## config.mk

```make
export PLATFORM = sky130hd
export DESIGN_NAME = cell_reference_parser_top
export DESIGN_NICKNAME = d
export VERILOG_FILES = /design/src/hdl/crp_pkg.sv /design/src/hdl/crp_step.sv /design/src/hdl/cell_reference_parser_top.sv
export SDC_FILE = /design/constraint.sdc
export NUM_CORES = 1
export LEC_CHECK = 0
export BUFFER_PORTS_ARGS = -buffer_cell sky130_fd_sc_hd__buf_2
export CAP_MARGIN = 20
export CORE_MARGIN = 1.5
export CORE_UTILIZATION = 57
export DETAILED_ROUTE_END_ITERATION = 6
export GPL_ROUTABILITY_DRIVEN = 0
export PLACE_DENSITY = 0.75
export REMOVE_ABC_BUFFERS = 1
export SYNTH_ARGS = -nofsm -noshare
export SYNTH_HDL_FRONTEND = slang
export SYNTH_SLANG_ARGS = --single-unit
```

## constraint.sdc

```tcl
create_clock -name clk -period 4.4 [get_ports clk]
set_input_delay 0 -clock clk [delete_from_list [all_inputs] [get_ports clk]]
set_output_delay 0 -clock clk [all_outputs]
set_load 0.02 [all_outputs]
```

## src/hdl/crp_pkg.sv

```systemverilog
`timescale 1ns / 1ps
// ----------------------------------------------------------------------------
// crp_pkg: shared types and constants of the cell reference parser
// Holds the phase codes, the parse state record, the result record and
// the grammar constants used by the step logic and the top level.
// ----------------------------------------------------------------------------
package crp_pkg;

	localparam logic [2:0] PH_START   = 3'd0;
	localparam logic [2:0] PH_DOLLAR  = 3'd1;
	localparam logic [2:0] PH_LETTERS = 3'd2;
	localparam logic [2:0] PH_ROWWS   = 3'd3;
	localparam logic [2:0] PH_SIGN    = 3'd4;
	localparam logic [2:0] PH_DIGITS  = 3'd5;
	localparam logic [2:0] PH_FAIL    = 3'd6;

	localparam logic [14:0] COL_MAX   = 15'd16384;
	localparam logic [20:0] ROW_MAX   = 21'd1048576;
	localparam logic [4:0]  COL_RADIX = 5'd26;
	localparam logic [3:0]  ROW_RADIX = 4'd10;

	localparam logic [7:0] CH_DOLLAR = 8'h24;
	localparam logic [7:0] CH_PLUS   = 8'h2B;
	localparam logic [7:0] CH_MINUS  = 8'h2D;
	localparam logic [7:0] CH_ZERO   = 8'h30;
	localparam logic [7:0] CH_NINE   = 8'h39;
	localparam logic [7:0] CH_SPACE  = 8'h20;
	localparam logic [7:0] CH_TAB    = 8'h09;
	localparam logic [7:0] CH_CR     = 8'h0D;
	localparam logic [7:0] CH_UPPER_A = 8'h41;
	localparam logic [7:0] CH_UPPER_Z = 8'h5A;
	localparam logic [7:0] CH_LOWER_A = 8'h61;
	localparam logic [7:0] CH_LOWER_Z = 8'h7A;

	typedef struct packed {
		logic [2:0]  phase;
		logic [14:0] col_acc;
		logic        col_ovf;
		logic [20:0] row_acc;
		logic        row_ovf;
		logic        row_neg;
		logic        digit_seen;
	} state_t;

	typedef struct packed {
		logic        ok;
		logic [20:0] row_number;
		logic [14:0] column_number;
	} result_t;

	localparam state_t STATE_RESET = '{PH_START, 15'd0, 1'b0, 21'd0, 1'b0, 1'b0, 1'b0};

endpackage

```

## src/hdl/crp_step.sv

```systemverilog
`timescale 1ns / 1ps
// ----------------------------------------------------------------------------
// crp_step: next-state and result logic for one reference byte
// Applies one byte to the parse state and forms the result that the
// reference would give if this byte were its last.
// ----------------------------------------------------------------------------
module crp_step (
	input  crp_pkg::state_t  cur,
	input  logic [7:0]       char_byte,
	output crp_pkg::state_t  nxt,
	output crp_pkg::result_t res
);

	logic        is_upper;
	logic        is_lower;
	logic        is_letter;
	logic        is_digit;
	logic        is_space;
	logic [4:0]  letter_val;
	logic [3:0]  digit_val;
	logic [18:0] col_sum;
	logic [23:0] row_sum;
	logic        col_sat;
	logic        row_sat;
	logic [14:0] col_upd;
	logic [20:0] row_upd;
	logic        do_row_start;
	logic        good;

	assign is_upper  = (char_byte >= crp_pkg::CH_UPPER_A) && (char_byte <= crp_pkg::CH_UPPER_Z);
	assign is_lower  = (char_byte >= crp_pkg::CH_LOWER_A) && (char_byte <= crp_pkg::CH_LOWER_Z);
	assign is_letter = is_upper || is_lower;
	assign is_digit  = (char_byte >= crp_pkg::CH_ZERO) && (char_byte <= crp_pkg::CH_NINE);
	assign is_space  = (char_byte == crp_pkg::CH_SPACE) ||
		((char_byte >= crp_pkg::CH_TAB) && (char_byte <= crp_pkg::CH_CR));

	// Both cases map A..Z onto 1..26 from the low five bits.
	assign letter_val = char_byte[4:0];
	assign digit_val  = char_byte[3:0];

	assign col_sum = 19'(cur.col_acc) * 19'(crp_pkg::COL_RADIX) + 19'(letter_val);
	assign row_sum = 24'(cur.row_acc) * 24'(crp_pkg::ROW_RADIX) + 24'(digit_val);
	assign col_sat = cur.col_ovf || (col_sum > 19'(crp_pkg::COL_MAX));
	assign row_sat = cur.row_ovf || (row_sum > 24'(crp_pkg::ROW_MAX));
	assign col_upd = col_sat ? crp_pkg::COL_MAX : col_sum[14:0];
	assign row_upd = row_sat ? crp_pkg::ROW_MAX : row_sum[20:0];

	always_comb begin
		nxt = cur;
		do_row_start = 1'b0;
		unique case (cur.phase)
			crp_pkg::PH_START: begin
				priority if (char_byte == crp_pkg::CH_DOLLAR) begin
					nxt.phase = crp_pkg::PH_DOLLAR;
				end else if (is_letter) begin
					nxt.col_acc = col_upd;
					nxt.col_ovf = col_sat;
					nxt.phase   = crp_pkg::PH_LETTERS;
				end else begin
					nxt.phase = crp_pkg::PH_FAIL;
				end
			end
			crp_pkg::PH_DOLLAR: begin
				if (is_letter) begin
					nxt.col_acc = col_upd;
					nxt.col_ovf = col_sat;
					nxt.phase   = crp_pkg::PH_LETTERS;
				end else begin
					nxt.phase = crp_pkg::PH_FAIL;
				end
			end
			crp_pkg::PH_LETTERS: begin
				priority if (is_letter) begin
					nxt.col_acc = col_upd;
					nxt.col_ovf = col_sat;
				end else if (cur.col_ovf || (cur.col_acc == '0)) begin
					nxt.phase = crp_pkg::PH_FAIL;
				end else if (char_byte == crp_pkg::CH_DOLLAR) begin
					nxt.phase = crp_pkg::PH_ROWWS;
				end else begin
					do_row_start = 1'b1;
				end
			end
			crp_pkg::PH_ROWWS: begin
				do_row_start = 1'b1;
			end
			crp_pkg::PH_SIGN, crp_pkg::PH_DIGITS: begin
				if (is_digit) begin
					nxt.row_acc    = row_upd;
					nxt.row_ovf    = row_sat;
					nxt.digit_seen = 1'b1;
					nxt.phase      = crp_pkg::PH_DIGITS;
				end else begin
					nxt.phase = crp_pkg::PH_FAIL;
				end
			end
			default: begin
				nxt.phase = crp_pkg::PH_FAIL;
			end
		endcase

		// The row part opens with whitespace, a sign or its first digit.
		if (do_row_start) begin
			priority if (is_space) begin
				nxt.phase = crp_pkg::PH_ROWWS;
			end else if (char_byte == crp_pkg::CH_PLUS) begin
				nxt.phase = crp_pkg::PH_SIGN;
			end else if (char_byte == crp_pkg::CH_MINUS) begin
				nxt.row_neg = 1'b1;
				nxt.phase   = crp_pkg::PH_SIGN;
			end else if (is_digit) begin
				nxt.row_acc    = row_upd;
				nxt.row_ovf    = row_sat;
				nxt.digit_seen = 1'b1;
				nxt.phase      = crp_pkg::PH_DIGITS;
			end else begin
				nxt.phase = crp_pkg::PH_FAIL;
			end
		end
	end

	assign good = (nxt.phase == crp_pkg::PH_DIGITS) && nxt.digit_seen &&
		!nxt.col_ovf && (nxt.col_acc != '0) && (nxt.col_acc <= crp_pkg::COL_MAX) &&
		!nxt.row_ovf && !nxt.row_neg &&
		(nxt.row_acc != '0) && (nxt.row_acc <= crp_pkg::ROW_MAX);

	assign res.ok            = good;
	assign res.row_number    = good ? nxt.row_acc : '0;
	assign res.column_number = good ? nxt.col_acc : '0;

endmodule

```

## src/hdl/cell_reference_parser_top.sv

```systemverilog
`timescale 1ns / 1ps
// ----------------------------------------------------------------------------
// cell_reference_parser_top: streaming A1 cell reference parser
// A reference such as $AB$12 enters one byte per word on the input channel
// (char_byte, last_char, in_valid, in_ready). On the word that carries
// last_char the block delivers one result word on the output channel
// (ok, row_number, column_number, out_valid, out_ready); other bytes give
// no result. A failed reference gives ok low with both numbers zero.
// The last byte is held in the input register, and the result register
// loads from the parse logic as that byte advances out of it.
// Throughput: one byte per cycle while no final byte waits on a stalled
// receiver, set by the single step of parse logic between the two registers.
// After each final byte the parse state returns to its start value, so the
// next reference may follow at once.
// When the receiver stalls, bytes that give no result keep flowing; a final
// byte waits in the input register until the result register frees, and
// in_ready drops only then.
// Reset (arst_n low) clears the parse state and empties both registers.
// ----------------------------------------------------------------------------
module cell_reference_parser_top (
	input  logic        clk,
	input  logic        arst_n,
	input  logic        in_valid,
	output logic        in_ready,
	input  logic [7:0]  char_byte,
	input  logic        last_char,
	output logic        out_valid,
	input  logic        out_ready,
	output logic        ok,
	output logic [20:0] row_number,
	output logic [14:0] column_number
);

	logic             valid_s1;
	logic [7:0]       char_s1;
	logic             last_s1;
	logic             adv_s1;
	logic             out_valid_q;
	crp_pkg::state_t  state_q;
	crp_pkg::state_t  state_nxt;
	crp_pkg::result_t res_nxt;
	crp_pkg::result_t res_q;

	crp_step u_step (
		.cur       (state_q),
		.char_byte (char_s1),
		.nxt       (state_nxt),
		.res       (res_nxt)
	);

	// A byte without a result never waits on the output side.
	assign adv_s1   = valid_s1 && (!last_s1 || !out_valid_q || out_ready);
	assign in_ready = !valid_s1 || adv_s1;

	always_ff @(posedge clk or negedge arst_n) begin
		if (!arst_n) begin
			valid_s1    <= 1'b0;
			out_valid_q <= 1'b0;
			state_q     <= crp_pkg::STATE_RESET;
		end else begin
			if (in_ready) begin
				valid_s1 <= in_valid;
			end
			if (adv_s1) begin
				state_q <= last_s1 ? crp_pkg::STATE_RESET : state_nxt;
			end
			if (adv_s1 && last_s1) begin
				out_valid_q <= 1'b1;
			end else if (out_ready) begin
				out_valid_q <= 1'b0;
			end
		end
	end

	always_ff @(posedge clk) begin
		if (in_valid && in_ready) begin
			char_s1 <= char_byte;
			last_s1 <= last_char;
		end
		if (adv_s1 && last_s1) begin
			res_q <= res_nxt;
		end
	end

	assign out_valid     = out_valid_q;
	assign ok            = res_q.ok;
	assign row_number    = res_q.row_number;
	assign column_number = res_q.column_number;

	a_fail_zero: assert property (@(posedge clk) disable iff (!arst_n)
		(out_valid && !ok) |-> (row_number == '0) && (column_number == '0))
		else $error("failed reference carries nonzero numbers");

	a_ok_range: assert property (@(posedge clk) disable iff (!arst_n)
		(out_valid && ok) |-> (row_number != '0) && (column_number != '0) &&
			(column_number <= crp_pkg::COL_MAX) && (row_number <= crp_pkg::ROW_MAX))
		else $error("valid reference outside its range");

	a_state_restart: assert property (@(posedge clk) disable iff (!arst_n)
		(adv_s1 && last_s1) |=> (state_q == crp_pkg::STATE_RESET))
		else $error("parse state not restarted after final byte");

	a_s1_hold: assert property (@(posedge clk) disable iff (!arst_n)
		(valid_s1 && !adv_s1) |=> valid_s1 && $stable(char_s1) && $stable(last_s1))
		else $error("stalled input register lost its byte");

	a_result_hold: assert property (@(posedge clk) disable iff (!arst_n)
		(out_valid_q && !out_ready) |=> out_valid_q && $stable(res_q))
		else $error("stalled result changed");

endmodule
```

### Word-level counts from Yosys, hierarchy flattened

Cells that the tools add are included.

| word-level totals | value |
|---|---|
| register bits | 91 |
| input bits | 13 |

| operators by class | value |
|---|---|
| add/sub/neg operators | 2 |
| $mul | 2 |
| order comparisons | 12 |
| eq/ne operators | 10 |
| muxes and demuxes | 35 |
| reduce and logical (&&, ||, !) cells | 36 |

Operator list:

| operator | number |
|---|---|
| $mux 22 | 4 |
| $mux 24 | 3 |
| $mux 43 | 1 |
| $eq 8x6->1 const B | 4 |
| $mux 16 | 2 |
| $pmux 16 s2 | 1 |
| $mux 3 | 9 |
| $add 24x4->24 | 1 |
| $gt 24x21->1 const B | 1 |
| $mul 21x3->23 const B | 1 |
| $le 21x21->1 const B | 1 |
| $mux 21 | 1 |
| $reduce_bool 21->1 | 1 |
| $add 19x5->19 | 1 |
| $gt 19x15->1 const B | 1 |
| $mul 15x4->18 const B | 1 |
| $ge 8x7->1 const B | 2 |
| $le 8x7->1 const B | 2 |
| $le 15x15->1 const B | 1 |
| $logic_and 1x1->1 | 15 |
| $logic_not 15->1 | 1 |
| $mux 15 | 1 |
| $pmux 3 s5 | 1 |
| $reduce_bool 15->1 | 1 |
| other kinds (15) | 40 |

### Logic depth before layout (Yosys ltp)

Gate-level depths: netlist (run 1).

| depth | value |
|---|---|
| word-level depth | 20 |
| depth in mapped cells | 19 |
| gate-level depth less buffers | 17 |

### By module

From an unflattened synthesis (run 1), not the netlist that was laid out.

| unflattened totals | value |
|---|---|
| cell total of the unflattened synthesis | 1055 |
| area total of the unflattened synthesis | 9344.0 µm² |

Modules (own cells, without submodules):

| module | instances | cells each | area each (µm²) |
|---|---|---|---|
| crp_step | 1 | 756 | 5459.0 |
| cell_reference_parser_top | 1 | 299 | 3885.0 |

### Worst setup path after synthesis (run 1)

No wires, ideal clock.

| path | value |
|---|---|
| path type | flip-flop to flip-flop |
| from | reg state_q[26] (netlist name) |
| to | reg res_q (netlist bit column_number[1]), data pin |
| arrival time | 4.491 ns |
| required time | 4.120 ns |
| setup slack | -0.371 ns |
| cell stages (with the launch flop) | 17 |
| path buffers | 1 |
| cell sequence | dfrtp_1 ha_1 fa_1 inv_1 fa_1 xnor2_1 nand2b_1 nor4bb_1 nand3_1 nor4_1 a31o_2 a21oi_1 o2bb2ai_1 a21oi_1 nand2_1 clkbuf_1 a211oi_1 |

| on the way | value |
|---|---|
| longest elaborated chain between the ends | 15 |
| elaborated cells between the ends (all ways) | 34 |

RTL lines:

| element | RTL line | RTL |
|---|---|---|
| start: declaration | cell_reference_parser_top.sv:39 | `crp_pkg::state_t state_q;` |
| start signal: assignment | cell_reference_parser_top.sv:59 | `state_q <= crp_pkg::STATE_RESET;` |
| start signal: assignment | cell_reference_parser_top.sv:65 | `state_q <= last_s1 ? crp_pkg::STATE_RESET : state_nxt;` |
| branches (longest 15 deep; another with $add 19x5->19) | n/a |  |
| end signal: assignment | cell_reference_parser_top.sv:81 | `res_q <= res_nxt;` |
| end: declaration | cell_reference_parser_top.sv:42 | `crp_pkg::result_t res_q;` |

Parallel ways; which one is timed is not known.
A chain may end at the register's enable or synchronous reset.

### Worst setup path after layout (run 1)

| path | value |
|---|---|
| from | reg state_q[4] (netlist name) |
| to | reg res_q (netlist bit column_number[11]), data pin |

| on the way | value |
|---|---|
| longest elaborated chain between the ends | 16 |
| elaborated cells between the ends (all ways) | 19 |

RTL lines:

| element | RTL line | RTL |
|---|---|---|
| branches (longest 10 deep; another with $add 24x4->24) | n/a |  |
| $mux 24 (*) | crp_step.sv:103 | `if (do_row_start) begin` |
| branches (longest 4 deep; another with $le 21x21->1) | n/a |  |
| $logic_and 1x1->1 (*) | crp_step.sv:125 | `(nxt.row_acc != '0) && (nxt.row_acc <= crp_pkg::ROW_MAX);` |

Mark *: on every way between the ends.

==> results of run 1 <==
## power breakdown
group	total, mW	leakage [nW]	switching, mW	internal, mW
Sequential	0.957	1.05	0.0356	0.921
Combinational	0.642	3.97	0.371	0.271
Clock	0.836	0.156	0.378	0.458
Total	2.43	5.18	0.784	1.65
## kinds of logic after synthesis
| family | Yosys count | share of synthesized area |
|---|---|---|
| AO/OA/AOI/OAI | 279 | 0.243 |
| XOR/XNOR | 48 | 0.0535 |
| adder cells (fa/ha/maj) | 99 | 0.163 |
| buffers and inverters | 95 | 0.0464 |
| flip-flops | 90 | 0.300 |
| multiplexers | 3 | 0.00363 |
| AND/OR/NAND/NOR | 289 | 0.191 |
## worst max-delay path: cells and delay by family (launching register included)
kind,cells,cell delay (ps)
and+or+nand+nor,5,1410
AOI/OAI and AO/OA,6,1200
adders and majority gates,3,950
buffers and inverters,3,500
DFF,1,390
## per-layer routing
metal | vias to the layer above | routed length (µm) | track usage
met4 | 0 | 1410 | 0.172
met3 | 131 | 1650 | 0.0438
met5 | - | 0 | 0
li1 | 3914 | - | -
met2 | 442 | 14500 | 0.594
met1 | 4215 | 10700 | 0.384
## sequential cells by signal, summed over array words and instances (netlist names)
signal / flops
ok: 1
last_s1: 1
char_s1: 8
column_number: 15
valid_s1: 1
row_number: 21
out_valid: 1
state_q: 42
## timing repair
action | CTS | global route
setup endpoints to repair | 67 | 71
resized for setup | 43 | 133
setup buffers | 3 | 13
hold buffers | 12 | 0
endpoints found under the hold margin | 55 | 0
cloned | 0 | 4
pin swaps | 12 | 43
## final cells by class
class	instances	area (µm²)	share of cell area
Clock inverter	7	90.1	0.00789
Tap cell	180	225	0.0197
Inverter	62	233	0.0204
Clock buffer	9	225	0.0197
Multi-Input combinational cell	718	6130	0.537
Timing Repair Buffer	262	2030	0.178
Sequential cell	90	2480	0.217
## worst min-delay path by stage
stage / startpoint / to / slack (ps) / cells past startpoint
floorplan: arst_n / out_valid / -300 / 0
global placement: char_byte[5] / char_s1[5] / 180 / 1
detailed placement: char_byte[5] / char_s1[5] / 180 / 1
CTS: char_byte[5] / char_s1[5] / 350 / 2
global route: arst_n / state_q[38] / 40 / 2
finish: arst_n / state_q[38] / 20 / 2
## placed cells by master (no fill, tap or decap), drive strengths merged, types with 14 or more instances in the layout
cell and count:
fa 15, dfrtp 44, a211oi 27, o22ai 21
a21o 14, xnor2 32, edfxtp 46, nor3 22
xor2 16, nor4 19, and3 14, buf 247
inv 67, o21ai 47, nor2 57, nand2 71
a21oi 55, ha 84, nand3 19
## per-stage QoR
step	area (µm²)	worst slack [ps]	hold WS (ps)
2_1_floorplan	8120	-963	-296
3_3_place_gp	9990	-195	176
3_5_place_dp	9990	-331	179
4_1_cts	10600	-45.6	350
5_1_grt	11400	-393	37.8
6_report	11400	-235	15.9
==> metrics.yaml, run 1 <==
synth:
  yosysWarnings: 0
  ys.flop_type: "sky130_fd_sc_hd__edfxtp_1"
  synthMostInstantiatedCell: "sky130_fd_sc_hd__ha_1"
  synth_area_per_cell_um2: 9.16
  netlist_top_cells_count: "sky130_fd_sc_hd__ha_1, sky130_fd_sc_hd__nand2_1, sky130_fd_sc_hd__inv_1"
  seq_area_frac_synth: 0.300
  netlist.area_leader.share: 0.167
  synth_cell_type_count: 85
  async_flop_share: 0.489
  yosys_register_bits: 90
  synth.top_cells.by_area: "sky130_fd_sc_hd__edfxtp_1, sky130_fd_sc_hd__dfrtp_1, sky130_fd_sc_hd__ha_1"
  synth_top_cell_by_area: "sky130_fd_sc_hd__edfxtp_1"
  syn-instance-count: 903
  synth_enable_flop_cells: 46
  syn_area_mm2: 0.00828
critical_path:
  critPathLaunchType: "flop"
  critical_path.endpoint: "column_number[11]"
  worst_path_largest_cell_delay_ps: 530
  critical_path.cell_chain: "ha_1, ha_2, fa_2, a211o_1, and3_4, nor4_4, nand4_1, buf_4, buf_4, nor2_1, o2111a_1, a211oi_1, a21oi_1, o31ai_2, or4_4, buf_12, a211oi_2"
  reg2reg_from: "state_q[4]"
  critical_path_required_ps: 4580
  crit_path_start: "state_q[4]"
  critical-path-top-cell-by-count: "sky130_fd_sc_hd__buf_4"
  cp_capture_type: "flop"
  worstPathMaxFanout: 17
  arrival_ps: 4810
  crit-reg2reg-capture: "column_number[11]"
  setup.reg_to_reg.worst_slack_ps: -230
  cpMaxStageDelayCell: "sky130_fd_sc_hd__or4_4"
  worstSetupPathType: "flop to flop"
  reg2reg_depth: 17
sta:
  rsz0062_at_grt: "true"
  timing.slew.headroom: 0.439
  finalMaxSlewViolations: 0
  fmax_mhz: 216
  period_minus_slack_ps: 4630
  finalSetupTns_ps: -5500
  layout_worst_path_cycle_share: 1.05
  timing_hold_violations_final: 0
  worst_slack_ps: -235
  worst_pin_slew_ps: 833
  setup_violations: 43
  timing.clock.skew_ps: 14.2
floorplanning:
  height_of_the_die_um: 123
  core-area_mm2: 0.0140
  die_area_mm2: 0.0152
  die_width_um: 123
  initial_core_util: 0.589
  fp-row-count: 43
  pin_count: 52
finish:
  n_antenna_cell: 0
  drive_gt1_frac: 0.364
  fillerInstances: 804
  layout.cells.non_filler: 1328
  final_core_utilization: 0.814
  final_net_count: 1255
  area_growth_pct: 38.0
grt:
  global_route.usage.total: 0.331
  grt_pass1_vias: 8113
  antenna_found_initial: 0
  grt_first_pass_wirelength_mm: 39.2
  grt_start_max_net_pins: 45
  grt_overflow_total: 0
drt:
  drt_iter0_drc: 870
  post-route-drc-count: 0
  total_detailed_routing_wirelength_mm: 28.3
  route.detailed.vias_per_inst: 6.55
  drt_first_pass_iters: 5
  wl_per_cell_um: 21.3
  antenna_left: 0
  vias: 8702
run_status:
  outcome: "finished with violations"
  violations: "setup timing"
clock_tree:
  htree_levels: 3
  tritoncts.num_buffers: 9
  cts_root_buffer: "sky130_fd_sc_hd__clkbuf_16"
  insertion_delay_ps: 360
  cts.clk_slew.worst_paths_ps: 70
  tritoncts_clock_tree: "built"
  clock_tree.buffer_depth: 2
  tritoncts_num_sinks: 90
pwr:
  power_density_mw_per_mm2: 213
  max-vdd-ir-drop_mv: 0.168
  leakage_nw: 5.18
  power_mw: 2.43
place:
  hpwlAfterDp_mm: 18.9
  io_buffer_count: 51
  numPlacedInstances: 1280
worst_hold_path:
  hold_path.class: "input port to asynchronous set/reset pin"
run:
  maxCapViolations: 0
Power figures use the tool's default switching activity.
==> inputs of run 2 (changes only) <==
--- a/config.mk
+++ b/config.mk
@@ -12,7 +12,6 @@
 export DETAILED_ROUTE_END_ITERATION = 6
 export GPL_ROUTABILITY_DRIVEN = 0
 export PLACE_DENSITY = 0.75
-export REMOVE_ABC_BUFFERS = 1
 export SYNTH_ARGS = -nofsm -noshare
 export SYNTH_HDL_FRONTEND = slang
 export SYNTH_SLANG_ARGS = --single-unit
==> run 2 against run 1 <==
The flow finishes with violations (hold timing, setup timing). Total power decreased by 6.2%. Die area unchanged. Sequential share of layout area grew 0.44 points. Critical path depth down 3. Clock skew shrank 5.7 ps. First-iteration DRC count increased by 4.9%. Critical endpoint is now column_number[7]. Largest cell class unchanged. Highest routed layer unchanged.
==> metrics.yaml, run 2 (synthesis gave the netlist of run 1 again) <==
clock_tree:
  cts_root_buffer: "sky130_fd_sc_hd__clkbuf_16"
  htree_levels: 3
  clock_tree.buffer_depth: 2
  tritoncts_num_sinks: 90
  tritoncts.num_buffers: 9
  insertion_delay_ps: 350
  cts.clk_slew.worst_paths_ps: 60
  tritoncts_clock_tree: "built"
grt:
  grt_pass1_vias: 7835
  grt_first_pass_wirelength_mm: 39.3
  antenna_found_initial: 0
  global_route.usage.total: 0.333
  grt_overflow_total: 0
  grt_start_max_net_pins: 45
floorplanning:
  die_width_um: 123
  initial_core_util: 0.589
  height_of_the_die_um: 123
  fp-row-count: 43
  die_area_mm2: 0.0152
  pin_count: 52
  core-area_mm2: 0.0140
pwr:
  power.clock.fraction: 0.330
  total_switching_power_mw: 0.690
  power.internal_mw: 1.59
  max-vdd-ir-drop_mv: 0.226
  power_density_mw_per_mm2: 204
  pwr-share-seq: 0.419
  leakage_nw: 4.97
  power.combinational.fraction: 0.252
  swShare: 0.302
  power_mw: 2.28
sta:
  setup_violations: 41
  finalMaxSlewViolations: 0
  worst_hold_slack_ps: -1.55
  timing.slew.headroom: 0.360
  rsz0062_at_grt: "true"
  period_minus_slack_ps: 4530
  layout_worst_path_cycle_share: 1.03
  worst_pin_slew_ps: 948
  worst_slack_ps: -135
  timing_hold_violations_final: 2
  timing.clock.skew_ps: 8.46
  fmax_mhz: 221
finish:
  layout.cells.non_filler: 1290
  final_std_cell_area_no_fill_mm2: 0.0112
  area_growth_pct: 35.6
  n_antenna_cell: 0
  largestRegisters: "state_q x42, row_number x21, column_number x15"
  largest_reg_flops: 42
  layout.cells.most_common_list: "sky130_fd_sc_hd__buf_4, sky130_fd_sc_hd__ha_1, sky130_fd_sc_hd__nand2_1, sky130_fd_sc_hd__inv_1, sky130_fd_sc_hd__buf_2"
  final_core_utilization: 0.799
  final_net_count: 1218
  largest-register: "state_q"
  most_common_library_cell_in_the_layout_ignoring_fill_and_taps: "sky130_fd_sc_hd__buf_4"
  drive_gt1_frac: 0.345
place:
  hpwlAfterDp_mm: 18.4
  numPlacedInstances: 1236
  dpl_cell_area_mm2: 0.00972
  io_buffer_count: 51
worst_hold_path:
  hold_path.class: "input port to asynchronous set/reset pin"
critical_path:
  worst_path_largest_cell_delay_ps: 620
  critPathLaunchType: "flop"
  path_delay_family: "compound AO/OA/AOI/OAI gates"
  cpMaxStageDelayCell: "sky130_fd_sc_hd__or4_4"
  cp_capture_type: "flop"
  arrival_ps: 4710
  timing.critical_path.buf_inv: 1
  worstPathMaxFanout: 9
  worstSetupPathType: "flop to flop"
  critical_path_required_ps: 4570
  critical_path.cell_chain: "ha_1, ha_1, a21o_1, a221o_1, and2_1, or3_1, o311ai_1, a41oi_1, mux2i_1, a211o_2, o31ai_2, or4_4, buf_12, a211oi_4"
  critical-path-top-cell-by-count: "sky130_fd_sc_hd__ha_1"
run_status:
  outcome: "finished with violations"
  violations: "hold timing, setup timing"
drt:
  wl_per_cell_um: 20.6
  total_detailed_routing_wirelength_mm: 26.6
  post-route-drc-count: 0
  vias: 8416
  route.detailed.vias_per_inst: 6.52
  drt_iter0_drc: 913
  drt_first_pass_iters: 6
  antenna_left: 0
run:
  maxCapViolations: 0
synth:
  post_synthesis_net_count: 1015
[run 2: cell count changes in the layout (fill, tap and decap cells not counted), moves of 7 or more]
cell,before,now
sky130_fd_sc_hd__buf_4,177,142
sky130_fd_sc_hd__o22ai_2,8,1
sky130_fd_sc_hd__o22ai_1,10,20
sky130_fd_sc_hd__inv_2,10,2
sky130_fd_sc_hd__inv_1,52,60
sky130_fd_sc_hd__nor2_2,6,16
sky130_fd_sc_hd__nor2_1,47,40
[run 2: power by group through the flow]
stage          Sequential [mW]  Clock, mW  Combinational (mW)
3_5_place_dp             0.970          0               0.487
6_report                 0.956      0.753               0.574
4_1_cts                  0.954      0.752               0.514
2_1_floorplan            0.982          0               0.305
5_1_grt                  0.960      0.781               0.622
3_3_place_gp             0.969          0               0.476
[run 2: path summary, 6_finish.rpt]
| kind | end | depth (start not counted) | slack (ps) | start |
|---|---|---|---|---|
| worst max-delay path | column_number[7] | 14 | -130 | state_q[12] |
| worst min-delay path | state_q[28] | 2 | -2 | arst_n |
| worst max register to register | column_number[7] | 14 | -130 | state_q[12] |
| worst min register to register | state_q[1] | 1 | 570 | state_q[1] |
| max in group asynchronous | state_q[5] | 3 | 3920 | arst_n |
| min in group clk | last_s1 | 2 | 370 | last_char |
[run 2: final cells by class]
type                       instances  area [µm²]
clock buffer                       9         225
clock inverter                     6        58.8
fill                             846        2820
inverter                          62         233
multi-input combinational        718        6230
sequential                        90        2490
tap                              180         225
timing repair buffer             225        1760
[run 2: worst register-to-register path: cells and delay by family, from the launching register on]
kind                     cells  cell delay, ps
AO/OA/AOI/OAI                7            1760
flip-flops                   1             440
adder cells (fa/ha/maj)      2             640
AND/OR/NAND/NOR              3            1150
buffers and inverters        1             190
multiplexers                 1             180
[run 2: metrics by stage]
| step | worst slack (ps) | hold WS [ps] | TNS, ps |
|---|---|---|---|
| 2_1_floorplan | -55.9 | -296 | -449 |
| 3_3_place_gp | -87.0 | 176 | -925 |
| 3_5_place_dp | -157 | 178 | -3190 |
| 4_1_cts | -52.5 | 349 | -137 |
| 5_1_grt | -290 | 20.3 | -11390 |
| 6_report | -135 | -1.55 | -3130 |
[run 2: per-layer routing]
layer	GRT usage	wire length [µm]	vias to the layer above
met1	0.463	11000	4042
met2	0.520	12300	463
met3	0.0738	2530	74
met4	0.103	714	0
li1	-	-	3837
met5	0	0	-
[run 2: repair_timing]
action,in CTS,in global routing
pin swaps,9,48
gates resized for setup,51,123
buffers inserted,3,19
hold buffers,12,0
gates cloned,1,3
endpoints found under the hold margin,55,0
setup endpoints to repair,47,65
